==> src/rtl/ntsu_pkg.sv <==
package ntsu_pkg;

    // Shared serial divider sizes
    localparam int unsigned DIV_W   = 33;   // dividend / quotient shift register
    localparam int unsigned DVSR_W  = 23;   // divisor and remainder
    localparam int unsigned STEP_W  = 6;    // step counter, holds DIV_W

    // Constant divisors
    localparam logic [DVSR_W-1:0] SEC_PER_DAY  = 23'd86400;
    localparam logic [DVSR_W-1:0] SEC_PER_HOUR = 23'd3600;
    localparam logic [DVSR_W-1:0] SEC_PER_MIN  = 23'd60;
    localparam logic [DVSR_W-1:0] FRAC_PER_MS  = 23'd4294967;

    // Step counts for each division
    localparam logic [STEP_W-1:0] STEPS_FULL = 6'd33;
    localparam logic [STEP_W-1:0] STEPS_HOUR = 6'd17;
    localparam logic [STEP_W-1:0] STEPS_MIN  = 6'd12;

    localparam logic [9:0] MS_MAX = 10'd999;

    // Calendar walk: starts at 1968-01-01, which every timestamp follows
    localparam int unsigned YEAR_W    = 12;
    localparam int unsigned DAY_W     = 16;   // days since 1968-01-01
    localparam int unsigned DAY_NUM_W = 17;   // days since 1900-01-01
    localparam logic [YEAR_W-1:0]    BASE_YEAR      = 12'd1968;
    localparam logic [DAY_NUM_W-1:0] BASE_DAYS      = 17'd24836;
    localparam logic [YEAR_W-1:0]    SKIP_LEAP_YEAR = 12'd2100;
    localparam logic [DAY_W-1:0]     DAYS_QUAD      = 16'd1461;
    localparam logic [DAY_W-1:0]     DAYS_COMMON    = 16'd365;
    localparam logic [DAY_W-1:0]     DAYS_LEAP      = 16'd366;

    localparam logic [3:0] MONTH_FEB = 4'd1;
    localparam logic [4:0] FEB_LEAP_DAYS = 5'd29;

    // Payload words
    typedef struct packed {
        logic [31:0] ntp_seconds;
        logic [31:0] ntp_fraction;
    } in_word_t;

    typedef struct packed {
        logic [11:0] year;
        logic [3:0]  month;
        logic [4:0]  day_of_month;
        logic [4:0]  hour;
        logic [5:0]  minute;
        logic [5:0]  second;
        logic [9:0]  millisecond;
    } out_word_t;

    // Divider request and result
    typedef struct packed {
        logic              start;
        logic [STEP_W-1:0] steps;
        logic [DIV_W-1:0]  dividend;
        logic [DVSR_W-1:0] divisor;
    } div_req_t;

    typedef struct packed {
        logic              done;
        logic [DIV_W-1:0]  quotient;
        logic [DVSR_W-1:0] remainder;
    } div_res_t;

    // Calendar status
    typedef struct packed {
        logic        busy;
        logic [11:0] year;
        logic [3:0]  month;
        logic [4:0]  day_of_month;
    } cal_stat_t;

    // Month length, month index 0 is January
    function automatic logic [4:0] month_days(input logic [3:0] m, input logic leap);
        logic [4:0] len;
        case (m)
            4'd0:    len = 5'd31;
            4'd1:    len = 5'd28;
            4'd2:    len = 5'd31;
            4'd3:    len = 5'd30;
            4'd4:    len = 5'd31;
            4'd5:    len = 5'd30;
            4'd6:    len = 5'd31;
            4'd7:    len = 5'd31;
            4'd8:    len = 5'd30;
            4'd9:    len = 5'd31;
            4'd10:   len = 5'd30;
            default: len = 5'd31;
        endcase
        if (leap && (m == MONTH_FEB)) begin
            len = FEB_LEAP_DAYS;
        end
        return len;
    endfunction

endpackage

==> src/rtl/ntsu_serdiv.sv <==
// Restoring divider, one quotient bit per cycle.
// The dividend is loaded left aligned; after N steps the low N bits of the
// quotient field hold the quotient.
module ntsu_serdiv (
    input  logic                aclk,
    input  logic                aresetn,
    input  ntsu_pkg::div_req_t  req,
    output ntsu_pkg::div_res_t  res
);

    logic                        busy_reg, busy_next;
    logic                        done_reg, done_next;
    logic [ntsu_pkg::STEP_W-1:0] cnt_reg, cnt_next;
    logic [ntsu_pkg::DIV_W-1:0]  work_reg, work_next;
    logic [ntsu_pkg::DVSR_W-1:0] rem_reg, rem_next;
    logic [ntsu_pkg::DVSR_W-1:0] dvsr_reg, dvsr_next;

    logic [ntsu_pkg::DVSR_W:0]   trial;
    logic [ntsu_pkg::DVSR_W:0]   diff;
    logic                        fits;

    // One trial subtract per step
    assign trial = {rem_reg, work_reg[ntsu_pkg::DIV_W-1]};
    assign diff  = trial - {1'b0, dvsr_reg};
    assign fits  = (trial >= {1'b0, dvsr_reg});

    always_comb begin
        busy_next = busy_reg;
        done_next = 1'b0;
        cnt_next  = cnt_reg;
        work_next = work_reg;
        rem_next  = rem_reg;
        dvsr_next = dvsr_reg;
        if (req.start) begin
            busy_next = 1'b1;
            cnt_next  = req.steps;
            work_next = req.dividend;
            rem_next  = '0;
            dvsr_next = req.divisor;
        end else if (busy_reg) begin
            work_next = {work_reg[ntsu_pkg::DIV_W-2:0], fits};
            rem_next  = fits ? diff[ntsu_pkg::DVSR_W-1:0] : trial[ntsu_pkg::DVSR_W-1:0];
            cnt_next  = cnt_reg - 1'b1;
            if (cnt_reg == ntsu_pkg::STEP_W'(1)) begin
                busy_next = 1'b0;
                done_next = 1'b1;
            end
        end
    end

    always_ff @(posedge aclk) begin
        if (!aresetn) begin
            busy_reg <= 1'b0;
            done_reg <= 1'b0;
        end else begin
            busy_reg <= busy_next;
            done_reg <= done_next;
        end
        cnt_reg  <= cnt_next;
        work_reg <= work_next;
        rem_reg  <= rem_next;
        dvsr_reg <= dvsr_next;
    end

    assign res.done      = done_reg;
    assign res.quotient  = work_reg;
    assign res.remainder = rem_reg;

endmodule

==> src/rtl/ntsu_cal.sv <==
// Day count to calendar date: four-year blocks up to 2100, then single
// years, then months. One step per cycle.
module ntsu_cal (
    input  logic                           aclk,
    input  logic                           aresetn,
    input  logic                           start,
    input  logic [ntsu_pkg::DAY_NUM_W-1:0] days,
    output ntsu_pkg::cal_stat_t            stat
);

    typedef enum logic [1:0] {
        CAL_IDLE,
        CAL_YEAR,
        CAL_MONTH
    } cal_state_t;

    cal_state_t                  state_reg, state_next;
    logic [ntsu_pkg::DAY_W-1:0]  days_reg, days_next;
    logic [ntsu_pkg::YEAR_W-1:0] year_reg, year_next;
    logic [3:0]                  month_reg, month_next;
    logic                        leap_reg, leap_next;

    logic                        leap;
    logic                        quad_ok;
    logic [ntsu_pkg::DAY_W-1:0]  ylen;
    logic [ntsu_pkg::DAY_W-1:0]  mlen;
    logic [ntsu_pkg::DAY_NUM_W-1:0] days_rel;

    // Gregorian rule over 1968..2104: only 2100 breaks the four-year pattern
    assign leap    = (year_reg[1:0] == 2'b00) && (year_reg != ntsu_pkg::SKIP_LEAP_YEAR);
    assign quad_ok = (year_reg < ntsu_pkg::SKIP_LEAP_YEAR) && (year_reg[1:0] == 2'b00)
                     && (days_reg >= ntsu_pkg::DAYS_QUAD);
    assign ylen    = leap ? ntsu_pkg::DAYS_LEAP : ntsu_pkg::DAYS_COMMON;
    assign mlen    = {11'd0, ntsu_pkg::month_days(month_reg, leap_reg)};
    assign days_rel = days - ntsu_pkg::BASE_DAYS;

    always_comb begin
        state_next = state_reg;
        days_next  = days_reg;
        year_next  = year_reg;
        month_next = month_reg;
        leap_next  = leap_reg;
        case (state_reg)
            CAL_IDLE: begin
                if (start) begin
                    days_next  = days_rel[ntsu_pkg::DAY_W-1:0];
                    year_next  = ntsu_pkg::BASE_YEAR;
                    state_next = CAL_YEAR;
                end
            end
            CAL_YEAR: begin
                if (quad_ok) begin
                    days_next = days_reg - ntsu_pkg::DAYS_QUAD;
                    year_next = year_reg + ntsu_pkg::YEAR_W'(4);
                end else if (days_reg < ylen) begin
                    leap_next  = leap;
                    month_next = '0;
                    state_next = CAL_MONTH;
                end else begin
                    days_next = days_reg - ylen;
                    year_next = year_reg + 1'b1;
                end
            end
            CAL_MONTH: begin
                if (days_reg < mlen) begin
                    state_next = CAL_IDLE;
                end else begin
                    days_next  = days_reg - mlen;
                    month_next = month_reg + 1'b1;
                end
            end
            default: begin
                state_next = CAL_IDLE;
            end
        endcase
    end

    always_ff @(posedge aclk) begin
        if (!aresetn) begin
            state_reg <= CAL_IDLE;
        end else begin
            state_reg <= state_next;
        end
        days_reg  <= days_next;
        year_reg  <= year_next;
        month_reg <= month_next;
        leap_reg  <= leap_next;
    end

    // Date is valid while idle after a walk
    assign stat.busy         = (state_reg != CAL_IDLE);
    assign stat.year         = year_reg;
    assign stat.month        = month_reg + 4'd1;
    assign stat.day_of_month = days_reg[4:0] + 5'd1;

endmodule

==> src/rtl/ntp_timestamp_to_utc_unit.sv <==
// NTP timestamp to UTC date and time.
// Input channel s_valid/s_ready/s_data carries one word: 32-bit NTP seconds
// and 32-bit fraction. Seconds with the top bit clear are taken as era 1.
// Output channel m_valid/m_ready/m_data carries one word per input word:
// year, month, day, hour, minute, second and millisecond.
// A shared bit-serial divider does the day split (the millisecond divide
// runs alongside), then the hour and minute splits, while the calendar walk
// steps four-year blocks, years and months one per cycle; the longer of the
// two paths decides when m_valid rises. One word is worked at a time: no
// new word is accepted until the sequencer is back in idle.
// The result sits in an output register; a new word is accepted while it
// waits. If the receiver stalls, the next result is held inside until the
// output register frees up, and no further word is taken meanwhile.
// Reset (aresetn low, synchronous) empties the output and returns to idle.
module ntp_timestamp_to_utc_unit (
    input  logic                aclk,
    input  logic                aresetn,
    input  logic                s_valid,
    output logic                s_ready,
    input  ntsu_pkg::in_word_t  s_data,
    output logic                m_valid,
    input  logic                m_ready,
    output ntsu_pkg::out_word_t m_data
);

    typedef enum logic [2:0] {
        ST_IDLE,
        ST_DAY,
        ST_HOUR,
        ST_MIN,
        ST_FIN
    } state_t;

    state_t              state_reg, state_next;
    logic [4:0]          hour_reg, hour_next;
    logic [5:0]          min_reg, min_next;
    logic [5:0]          sec_reg, sec_next;
    logic [9:0]          ms_reg, ms_next;
    logic                m_valid_reg, m_valid_next;
    ntsu_pkg::out_word_t m_data_reg, m_data_next;

    ntsu_pkg::div_req_t  req_a, req_b;
    ntsu_pkg::div_res_t  res_a, res_b;
    ntsu_pkg::cal_stat_t cal_stat;
    logic                cal_start;
    logic                out_free;

    assign s_ready  = (state_reg == ST_IDLE);
    assign out_free = !m_valid_reg || m_ready;

    // Time split divider: day, then hour, then minute
    always_comb begin
        req_a.start    = 1'b0;
        req_a.steps    = ntsu_pkg::STEPS_FULL;
        req_a.dividend = {~s_data.ntp_seconds[31], s_data.ntp_seconds};
        req_a.divisor  = ntsu_pkg::SEC_PER_DAY;
        case (state_reg)
            ST_IDLE: begin
                req_a.start = s_valid;
            end
            ST_DAY: begin
                req_a.start    = res_a.done;
                req_a.steps    = ntsu_pkg::STEPS_HOUR;
                req_a.dividend = {res_a.remainder[16:0], 16'd0};
                req_a.divisor  = ntsu_pkg::SEC_PER_HOUR;
            end
            ST_HOUR: begin
                req_a.start    = res_a.done;
                req_a.steps    = ntsu_pkg::STEPS_MIN;
                req_a.dividend = {res_a.remainder[11:0], 21'd0};
                req_a.divisor  = ntsu_pkg::SEC_PER_MIN;
            end
            default: begin
                req_a.start = 1'b0;
            end
        endcase
    end

    // Millisecond divider runs with the day split
    assign req_b.start    = (state_reg == ST_IDLE) && s_valid;
    assign req_b.steps    = ntsu_pkg::STEPS_FULL;
    assign req_b.dividend = {1'b0, s_data.ntp_fraction};
    assign req_b.divisor  = ntsu_pkg::FRAC_PER_MS;

    assign cal_start = (state_reg == ST_DAY) && res_a.done;

    ntsu_serdiv u_div_time (
        .aclk    (aclk),
        .aresetn (aresetn),
        .req     (req_a),
        .res     (res_a)
    );

    ntsu_serdiv u_div_ms (
        .aclk    (aclk),
        .aresetn (aresetn),
        .req     (req_b),
        .res     (res_b)
    );

    ntsu_cal u_cal (
        .aclk    (aclk),
        .aresetn (aresetn),
        .start   (cal_start),
        .days    (res_a.quotient[ntsu_pkg::DAY_NUM_W-1:0]),
        .stat    (cal_stat)
    );

    // Sequencer and output register
    always_comb begin
        state_next   = state_reg;
        hour_next    = hour_reg;
        min_next     = min_reg;
        sec_next     = sec_reg;
        ms_next      = ms_reg;
        m_valid_next = m_valid_reg;
        m_data_next  = m_data_reg;
        if (m_valid_reg && m_ready) begin
            m_valid_next = 1'b0;
        end
        case (state_reg)
            ST_IDLE: begin
                if (s_valid) begin
                    state_next = ST_DAY;
                end
            end
            ST_DAY: begin
                if (res_a.done) begin
                    ms_next = (res_b.quotient > {23'd0, ntsu_pkg::MS_MAX}) ?
                              ntsu_pkg::MS_MAX : res_b.quotient[9:0];
                    state_next = ST_HOUR;
                end
            end
            ST_HOUR: begin
                if (res_a.done) begin
                    hour_next  = res_a.quotient[4:0];
                    state_next = ST_MIN;
                end
            end
            ST_MIN: begin
                if (res_a.done) begin
                    min_next   = res_a.quotient[5:0];
                    sec_next   = res_a.remainder[5:0];
                    state_next = ST_FIN;
                end
            end
            ST_FIN: begin
                if (!cal_stat.busy && out_free) begin
                    m_data_next.year         = cal_stat.year;
                    m_data_next.month        = cal_stat.month;
                    m_data_next.day_of_month = cal_stat.day_of_month;
                    m_data_next.hour         = hour_reg;
                    m_data_next.minute       = min_reg;
                    m_data_next.second       = sec_reg;
                    m_data_next.millisecond  = ms_reg;
                    m_valid_next             = 1'b1;
                    state_next               = ST_IDLE;
                end
            end
            default: begin
                state_next = ST_IDLE;
            end
        endcase
    end

    always_ff @(posedge aclk) begin
        if (!aresetn) begin
            state_reg   <= ST_IDLE;
            m_valid_reg <= 1'b0;
        end else begin
            state_reg   <= state_next;
            m_valid_reg <= m_valid_next;
        end
        hour_reg   <= hour_next;
        min_reg    <= min_next;
        sec_reg    <= sec_next;
        ms_reg     <= ms_next;
        m_data_reg <= m_data_next;
    end

    assign m_valid = m_valid_reg;
    assign m_data  = m_data_reg;

endmodule
==> config.mk <==
export PLATFORM = sky130hd
export DESIGN_NAME = ntp_timestamp_to_utc_unit
export DESIGN_NICKNAME = d
export VERILOG_FILES = /design/src/rtl/ntsu_pkg.sv /design/src/rtl/ntsu_serdiv.sv /design/src/rtl/ntsu_cal.sv /design/src/rtl/ntp_timestamp_to_utc_unit.sv
export SDC_FILE = /design/constraint.sdc
export NUM_CORES = 1
export LEC_CHECK = 0
export BUFFER_PORTS_ARGS = -buffer_cell sky130_fd_sc_hd__buf_4
export CAP_MARGIN = 25
export CORE_MARGIN = 3
export CORE_UTILIZATION = 40
export DETAILED_ROUTE_END_ITERATION = 10
export PLACE_DENSITY = 0.56
export SETUP_SLACK_MARGIN = 0.1
export SLEW_MARGIN = 20
export SYNTH_ARGS = -nofsm -noshare
export SYNTH_HDL_FRONTEND = slang
export SYNTH_SLANG_ARGS = --single-unit
==> constraint.sdc <==
create_clock -name aclk -period 5.6 [get_ports aclk]
set_clock_uncertainty 0.05 [all_clocks]
set_input_delay 0.56 -clock aclk [delete_from_list [all_inputs] [get_ports aclk]]
set_output_delay 0.56 -clock aclk [all_outputs]
set_load 0.01 [all_outputs]
Word-level counts from Yosys, hierarchy flattened

Memory sizes are Yosys's and may differ from the RTL's. A register that Yosys moved wholly into a read port is not among the register bits.
Cells that the tools add are included.
Widths: inputs -> output; s select.

Add/sub/neg operators: 12
$lt $le $gt $ge: 7
Equal/unequal tests: 21
Multiplexer cells: 47
Bitwise logic cells: 4
Reductions and logical operators: 32

Operator list:

| operator               | count |
|---|---|
| $pmux 62 s2            | 1 |
| $mux 33                | 2 |
| $mux 16                | 4 |
| $mux 32                | 2 |
| $pmux 16 s3            | 1 |
| $mux 23                | 2 |
| $mux 12                | 3 |
| $gt 33x10->1 const B   | 1 |
| $ge 24x23->1           | 1 |
| $ge 24x23->1 const B   | 1 |
| $pmux 12 s2            | 1 |
| $sub 23x23->23         | 1 |
| $sub 23x23->23 const B | 1 |
| $ge 16x11->1 const B   | 1 |
| $lt 16x16->1           | 1 |
| $lt 16x5->1            | 1 |
| $mux 4                 | 4 |
| $sub 16x11->16 const B | 1 |
| $sub 16x15->16 const B | 1 |
| $sub 16x16->16         | 1 |
| $sub 16x5->16          | 1 |
| $mux 3                 | 5 |
| $pmux 3 s5             | 1 |
| $add 12x1->12 const B  | 1 |
| 37 further kinds       | 84 |

Bits in registers: 264
Memory bits (read-only): 32
Output and inout bits: 50
Logic and storage cells: 153
Memories: 1

Memories:

| memory           | depth | bits a word | rd ports | clocked after memory_dff | write ports | RTL line       | source |
|---|---|---|---|---|---|---|---|
| (name not given) | 16    | 2           | 1        | 1                        | 0           | ntsu_pkg.sv:76 | `case (m)` |

Logic depth before layout (Yosys ltp)

Depth in word-level cells: 8
Depth in mapped cells: 15
Mapped depth without buffers: 15

Hierarchy

From an unflattened synthesis, not the netlist that was laid out.

Cell total of the unflattened synthesis: 1461
Area, all modules: 16323.2 sq um

Modules (own cells, without submodules):

| module                    | times used | cells each | area each (sq um) |
|---|---|---|---|
| ntsu_serdiv               | 2          | 432        | 4867.2 |
| ntsu_cal                  | 1          | 401        | 3494.6 |
| ntp_timestamp_to_utc_unit | 1          | 196        | 3094.2 |

Worst setup path before layout

OpenSTA, ideal clock, no wires.

Kind: flip-flop to flip-flop
From: reg u_cal.year_reg[6] (netlist name)
To: reg u_cal.days_reg[0] (netlist name), enable pin
Data arrival time: 3.708 ns
Data required time: 5.131 ns
Setup slack: 1.423 ns
Stages on the path, launching flop included: 13
Path buffers: 0
Period minus slack after synthesis: 4.177 ns
Path through: edfxtp_1 -> or4_1 -> nor2_1 -> nand4_1 -> nand2_1 -> fa_1 -> a31oi_1 -> o21bai_1 -> a21oi_1 -> and3_1 -> and2_1 -> nand2b_1 -> a311oi_1

Cells in the longest elaborated chain, start to end: 6
Elaborated cells between the ends (all ways): 9
Those cells by class: 2 x order compare; 2 x eq/ne; 1 x mux; 4 x reduce/logical

RTL lines:

| item                           | RTL line       | source |
|---|---|---|
| from (decl)                    | ntsu_cal.sv:19 | `logic [ntsu_pkg::YEAR_W-1:0] year_reg, year_next;` |
| from (signal assigned)         | ntsu_cal.sv:85 | `year_reg <= year_next;` |
| $ne 12x12->1                   | ntsu_cal.sv:30 | `assign leap = (year_reg[1:0] == 2'b00) && (year_reg != ntsu_pkg::SKIP_LEAP_YEAR);` |
| $logic_and 1x1->1              | ntsu_cal.sv:30 |  |
| $mux 2                         | ntsu_cal.sv:33 | `assign ylen = leap ? ntsu_pkg::DAYS_LEAP : ntsu_pkg::DAYS_COMMON;` |
| $lt 16x16->1                   | ntsu_cal.sv:55 | `end else if (days_reg < ylen) begin` |
| $ne 3x2->1 (no line) (*)       | --             |  |
| $reduce_and 4->1 (no line) (*) | --             |  |
| to (signal assigned)           | ntsu_cal.sv:84 | `days_reg <= days_next;` |
| to (decl)                      | ntsu_cal.sv:18 | `logic [ntsu_pkg::DAY_W-1:0] days_reg, days_next;` |

Mark *: on every way between the ends. The rest lies on a longest branch, timed or not.
A chain may end at the register's enable or synchronous reset.

Worst setup path after layout

From: reg u_cal.year_reg[6] (netlist name)
To: reg u_cal.days_reg[14] (netlist name) (data pin)

Cells in the longest elaborated chain, start to end: 7
Elaborated cells between the ends (all ways): 10
Those cells by class: 1 x add/sub; 1 x order compare; 1 x eq/ne; 4 x mux; 3 x reduce/logical

RTL lines:

| item                         | RTL line       | source |
|---|---|---|
| $ne 12x12->1                 | ntsu_cal.sv:30 |  |
| $logic_and 1x1->1            | ntsu_cal.sv:30 |  |
| $mux 2                       | ntsu_cal.sv:33 |  |
| $sub 16x16->16               | ntsu_cal.sv:60 | `days_next = days_reg - ylen;` |
| $mux 16                      | ntsu_cal.sv:55 |  |
| $mux 16 (*)                  | ntsu_cal.sv:52 | `if (quad_ok) begin` |
| $pmux 16 s3 (*)              | ntsu_cal.sv:43 | `case (state_reg)` |
| via u_cal.days_next, one bit | ntsu_cal.sv:18 |  |

Mark *: on every way through the listed nets, which the timed path passes. The rest lies on a longest branch. The select of a mux whose other input is x is not followed.

==> flow_metrics.py <==
metrics = {
    "run_status": {
        "result_of_the_run": "finished, final reports clean",
    },
    "route": {
        "drt_wl_total_mm": 28.8,
        "uppermost_signal_routing_layer_after_detailed_routing": "met4",
        "met2_length_mm": 14.0,
        "drtAntennaViolNets": 0,
        "met3_length_mm": 1.18,
        "drtPass1Iterations": 5,
        "drc_errors": 0,
        "routedLengthMet1_mm": 13.1,
        "route.detailed.vias_per_inst": 5.34,
        "drt_iter0_markers": 561,
        "wl_per_cell_um": 16.7,
        "routed-via-count": 9223,
    },
    "pwr": {
        "power_density_nw_per_um2": 356,
        "ir_worst_vdd_v": 0.000222,
        "leakagePower_nw": 5.65,
    },
    "layout": {
        "mostFrequentLayoutCells": "nand2_1 (187), edfxtp_1 (183), buf_4 (131), nor2_1 (85), o21ai_0 (71)",
        "layout.nets": 1417,
        "layout_area_growth_over_synthesis_pct": 16.9,
        "final_common_cell": "nand2_1",
        "fill_cell_total_of_the_finished_layout": 2874,
        "post_layout_inst_area_um2": 14700,
        "drive_above_1_share_pct": 14.3,
        "post_layout_nonfiller_instances": 1728,
        "largest_register_ffs": 48,
        "register_area_um2": 6780,
        "n_antenna_cell": 0,
        "area_occupied_by_multi_input_gates_um2": 5400,
    },
    "setup_path": {
        "cp.arrival_ns": 4.31,
        "r2r_setup_slack_ns": 1.62,
        "reg2reg_depth": 15,
        "slowest_delay_ns": 0.56,
        "worst-endpoint-required_ns": 5.93,
        "crit_fanout": 5,
        "timing.setup.critical_path_class": "reg -> reg",
        "critical_path.endpoint_type": "register",
        "crit_path_cell_trace": "or4_1 > nor2_1 > nand4_1 > nand2_1 > ha_1 > inv_1 > fa_1 > a31oi_1 > o21bai_1 > a21oi_1 > nand2_1 > a22oi_2 > a22oi_2 > or4_1 > a31oi_1",
        "crit_path_top_delay_cell": "or4_1",
        "crit_path_start_kind": "register",
    },
    "synthesis": {
        "ys.warnings.count": 0,
        "synth-edff-count": 183,
        "syn_area_per_cell_um2": 10.4,
        "synthesis.nets": 1324,
        "ys_async_sr_fraction_pct": 0,
        "postSynthRegisterBits": 247,
        "sequential_element_share_of_the_synthesized_area_pct": 53.8,
        "synthDistinctLibCells": 77,
        "syn-instance-count": 1217,
        "syn-cell-area_um2": 12600,
        "primary_ff_master_synth": "edfxtp_1",
    },
    "clock_network": {
        "cts_made_buffers": 28,
        "cts_sinks": 247,
        "worst_setup_hold_path_clk_slew_ns": 0.06,
        "h-tree-depth": 1,
        "clockBufferDepth": 3,
        "post_cts.resized_instances": 0,
        "post-cts-setup-buffers": 0,
        "clkLatencyLatePin_ns": 0.54,
        "cts_hold_buf": 0,
        "tritoncts": "yes",
        "clock_tree.root_cell": "clkbuf_16",
    },
    "global_routing": {
        "groute.usage.overall_pct": 16.7,
        "grt_first_pass_wirelength_mm": 46.5,
        "first_global_vias": 8956,
        "grt_antenna_before_repair": 0,
        "grt_overflow_total": 0,
        "largest_net_degree_at_the_start_of_global_routing": 54,
    },
    "worst_hold_path": {
        "hp-class": "in -> reg",
        "hold-path-cell-count": 3,
    },
    "timing": {
        "achievable-frequency_mhz": 251,
        "slew_violations": 0,
        "setup_viol": 0,
        "finalHoldViolations": 0,
        "finalCriticalPeriod_ns": 3.98,
        "min_period_over_period_pct": 71.0,
        "totalNegativeSetupSlack_ns": 0,
        "whs_ns": 0.232,
        "timing.max_slew.rel_slack_pct": 37.5,
        "rsz0062_at_grt": "false",
        "max_slew.worst_pin.slew_ns": 0.934,
        "layout_setup_ws_ns": 1.62,
    },
    "floorplanning": {
        "fp.coreArea_um2": 30800,
        "io_pins": 118,
        "core.rowCount": 64,
        "floorplan.initialDensity_pct": 40.9,
        "area_of_the_die_um2": 33700,
        "die_boundary_height_um": 184,
        "chipWidth_um": 184,
    },
    "placed_design": {
        "dp_cells": 1673,
        "detailed_place.area_um2": 13800,
        "portBuffers": 117,
        "gp_congestion": 0.811,
        "post-dp-hpwl_mm": 19.4,
        "place_worst_setup_slack_ns": 1.66,
    },
    "job": {
        "cap_violations": 0,
    },
}
-- worst max-delay path: cells and delay by family, from the launching register on --
family	cells	cell delay [ns]
AOI/OAI and AO/OA	6	1.13
buffers and inverters	1	0.06
adders and majority gates	2	0.62
DFF	1	0.44
and+or+nand+nor	6	1.52
-- report_power, final --
part	internal, mW	switching, mW
Clock	1.07	0.713
Combinational	0.464	0.603
Sequential	2.19	0.197
Total	3.73	1.51
-- layer usage --
layer | vias up | track usage, %
li1 | 4602 | -
met5 | - | 0
met3 | 40 | 2.43
met4 | 0 | 3.53
met1 | 4423 | 22.6
met2 | 158 | 28.8
-- worst paths after layout --
check                                       start              endpoint
worst max-delay path            u_cal.year_reg[6]    u_cal.days_reg[14]
worst min-delay path                    s_data[5]  u_div_ms.work_reg[5]
worst max register to register  u_cal.year_reg[6]    u_cal.days_reg[14]
worst min register to register          ms_reg[1]             m_data[1]
-- kinds of logic (layout without fill, tap and decap cells) --
kind of cell | count (synthesis) | count (layout) | share of synthesized area (%)
and+or+nand+nor | 433 | 433 | 16.3
AOI/OAI and AO/OA | 281 | 281 | 14.8
xor gates and xnor gates | 94 | 94 | 6.53
muxes | 13 | 13 | 1.04
adders and majority gates | 39 | 39 | 4.05
buffers and inverters | 110 | 225 | 3.57
DFF | 247 | 247 | 53.8
-- cell type report --
cell class	instances	share of cell area, %
Clock inverter	4	0.475
Inverter	40	1.02
Timing Repair Buffer	133	6.96
Clock buffer	48	5.54
Sequential cell	247	46.0
Tap cell	396	3.36
Multi-Input combinational cell	860	36.7
-- synthesized netlist by cell type (13+ instances only) --
master	instances	area [um2]
inv_1	40	150
nor2_1	87	327
ha_1	36	450
xor2_1	51	447
o21ai_0	71	355
a22o_1	13	114
nor4_1	13	81.3
a21oi_1	58	290
a22oi_1	14	105
dfxtp_1	64	1280
nand2_1	187	702
edfxtp_1	183	5500
nor3_1	17	85.1
clkbuf_1	50	188
nand3_1	29	145
a31oi_1	23	144
and2_1	13	81.3
nand2b_1	23	144
xnor2_1	43	377
-- stage by stage --
step | utilization [%] | power (mW)
4_1_cts | 47.6 | 5.29
5_1_grt | 47.8 | 5.54
3_5_place_dp | 44.8 | 3.48
6_report | 47.8 | 5.24
2_1_floorplan | - | 3.20
3_3_place_gp | 44.8 | 3.47
Note: power is estimated with default switching activity, not from simulation.
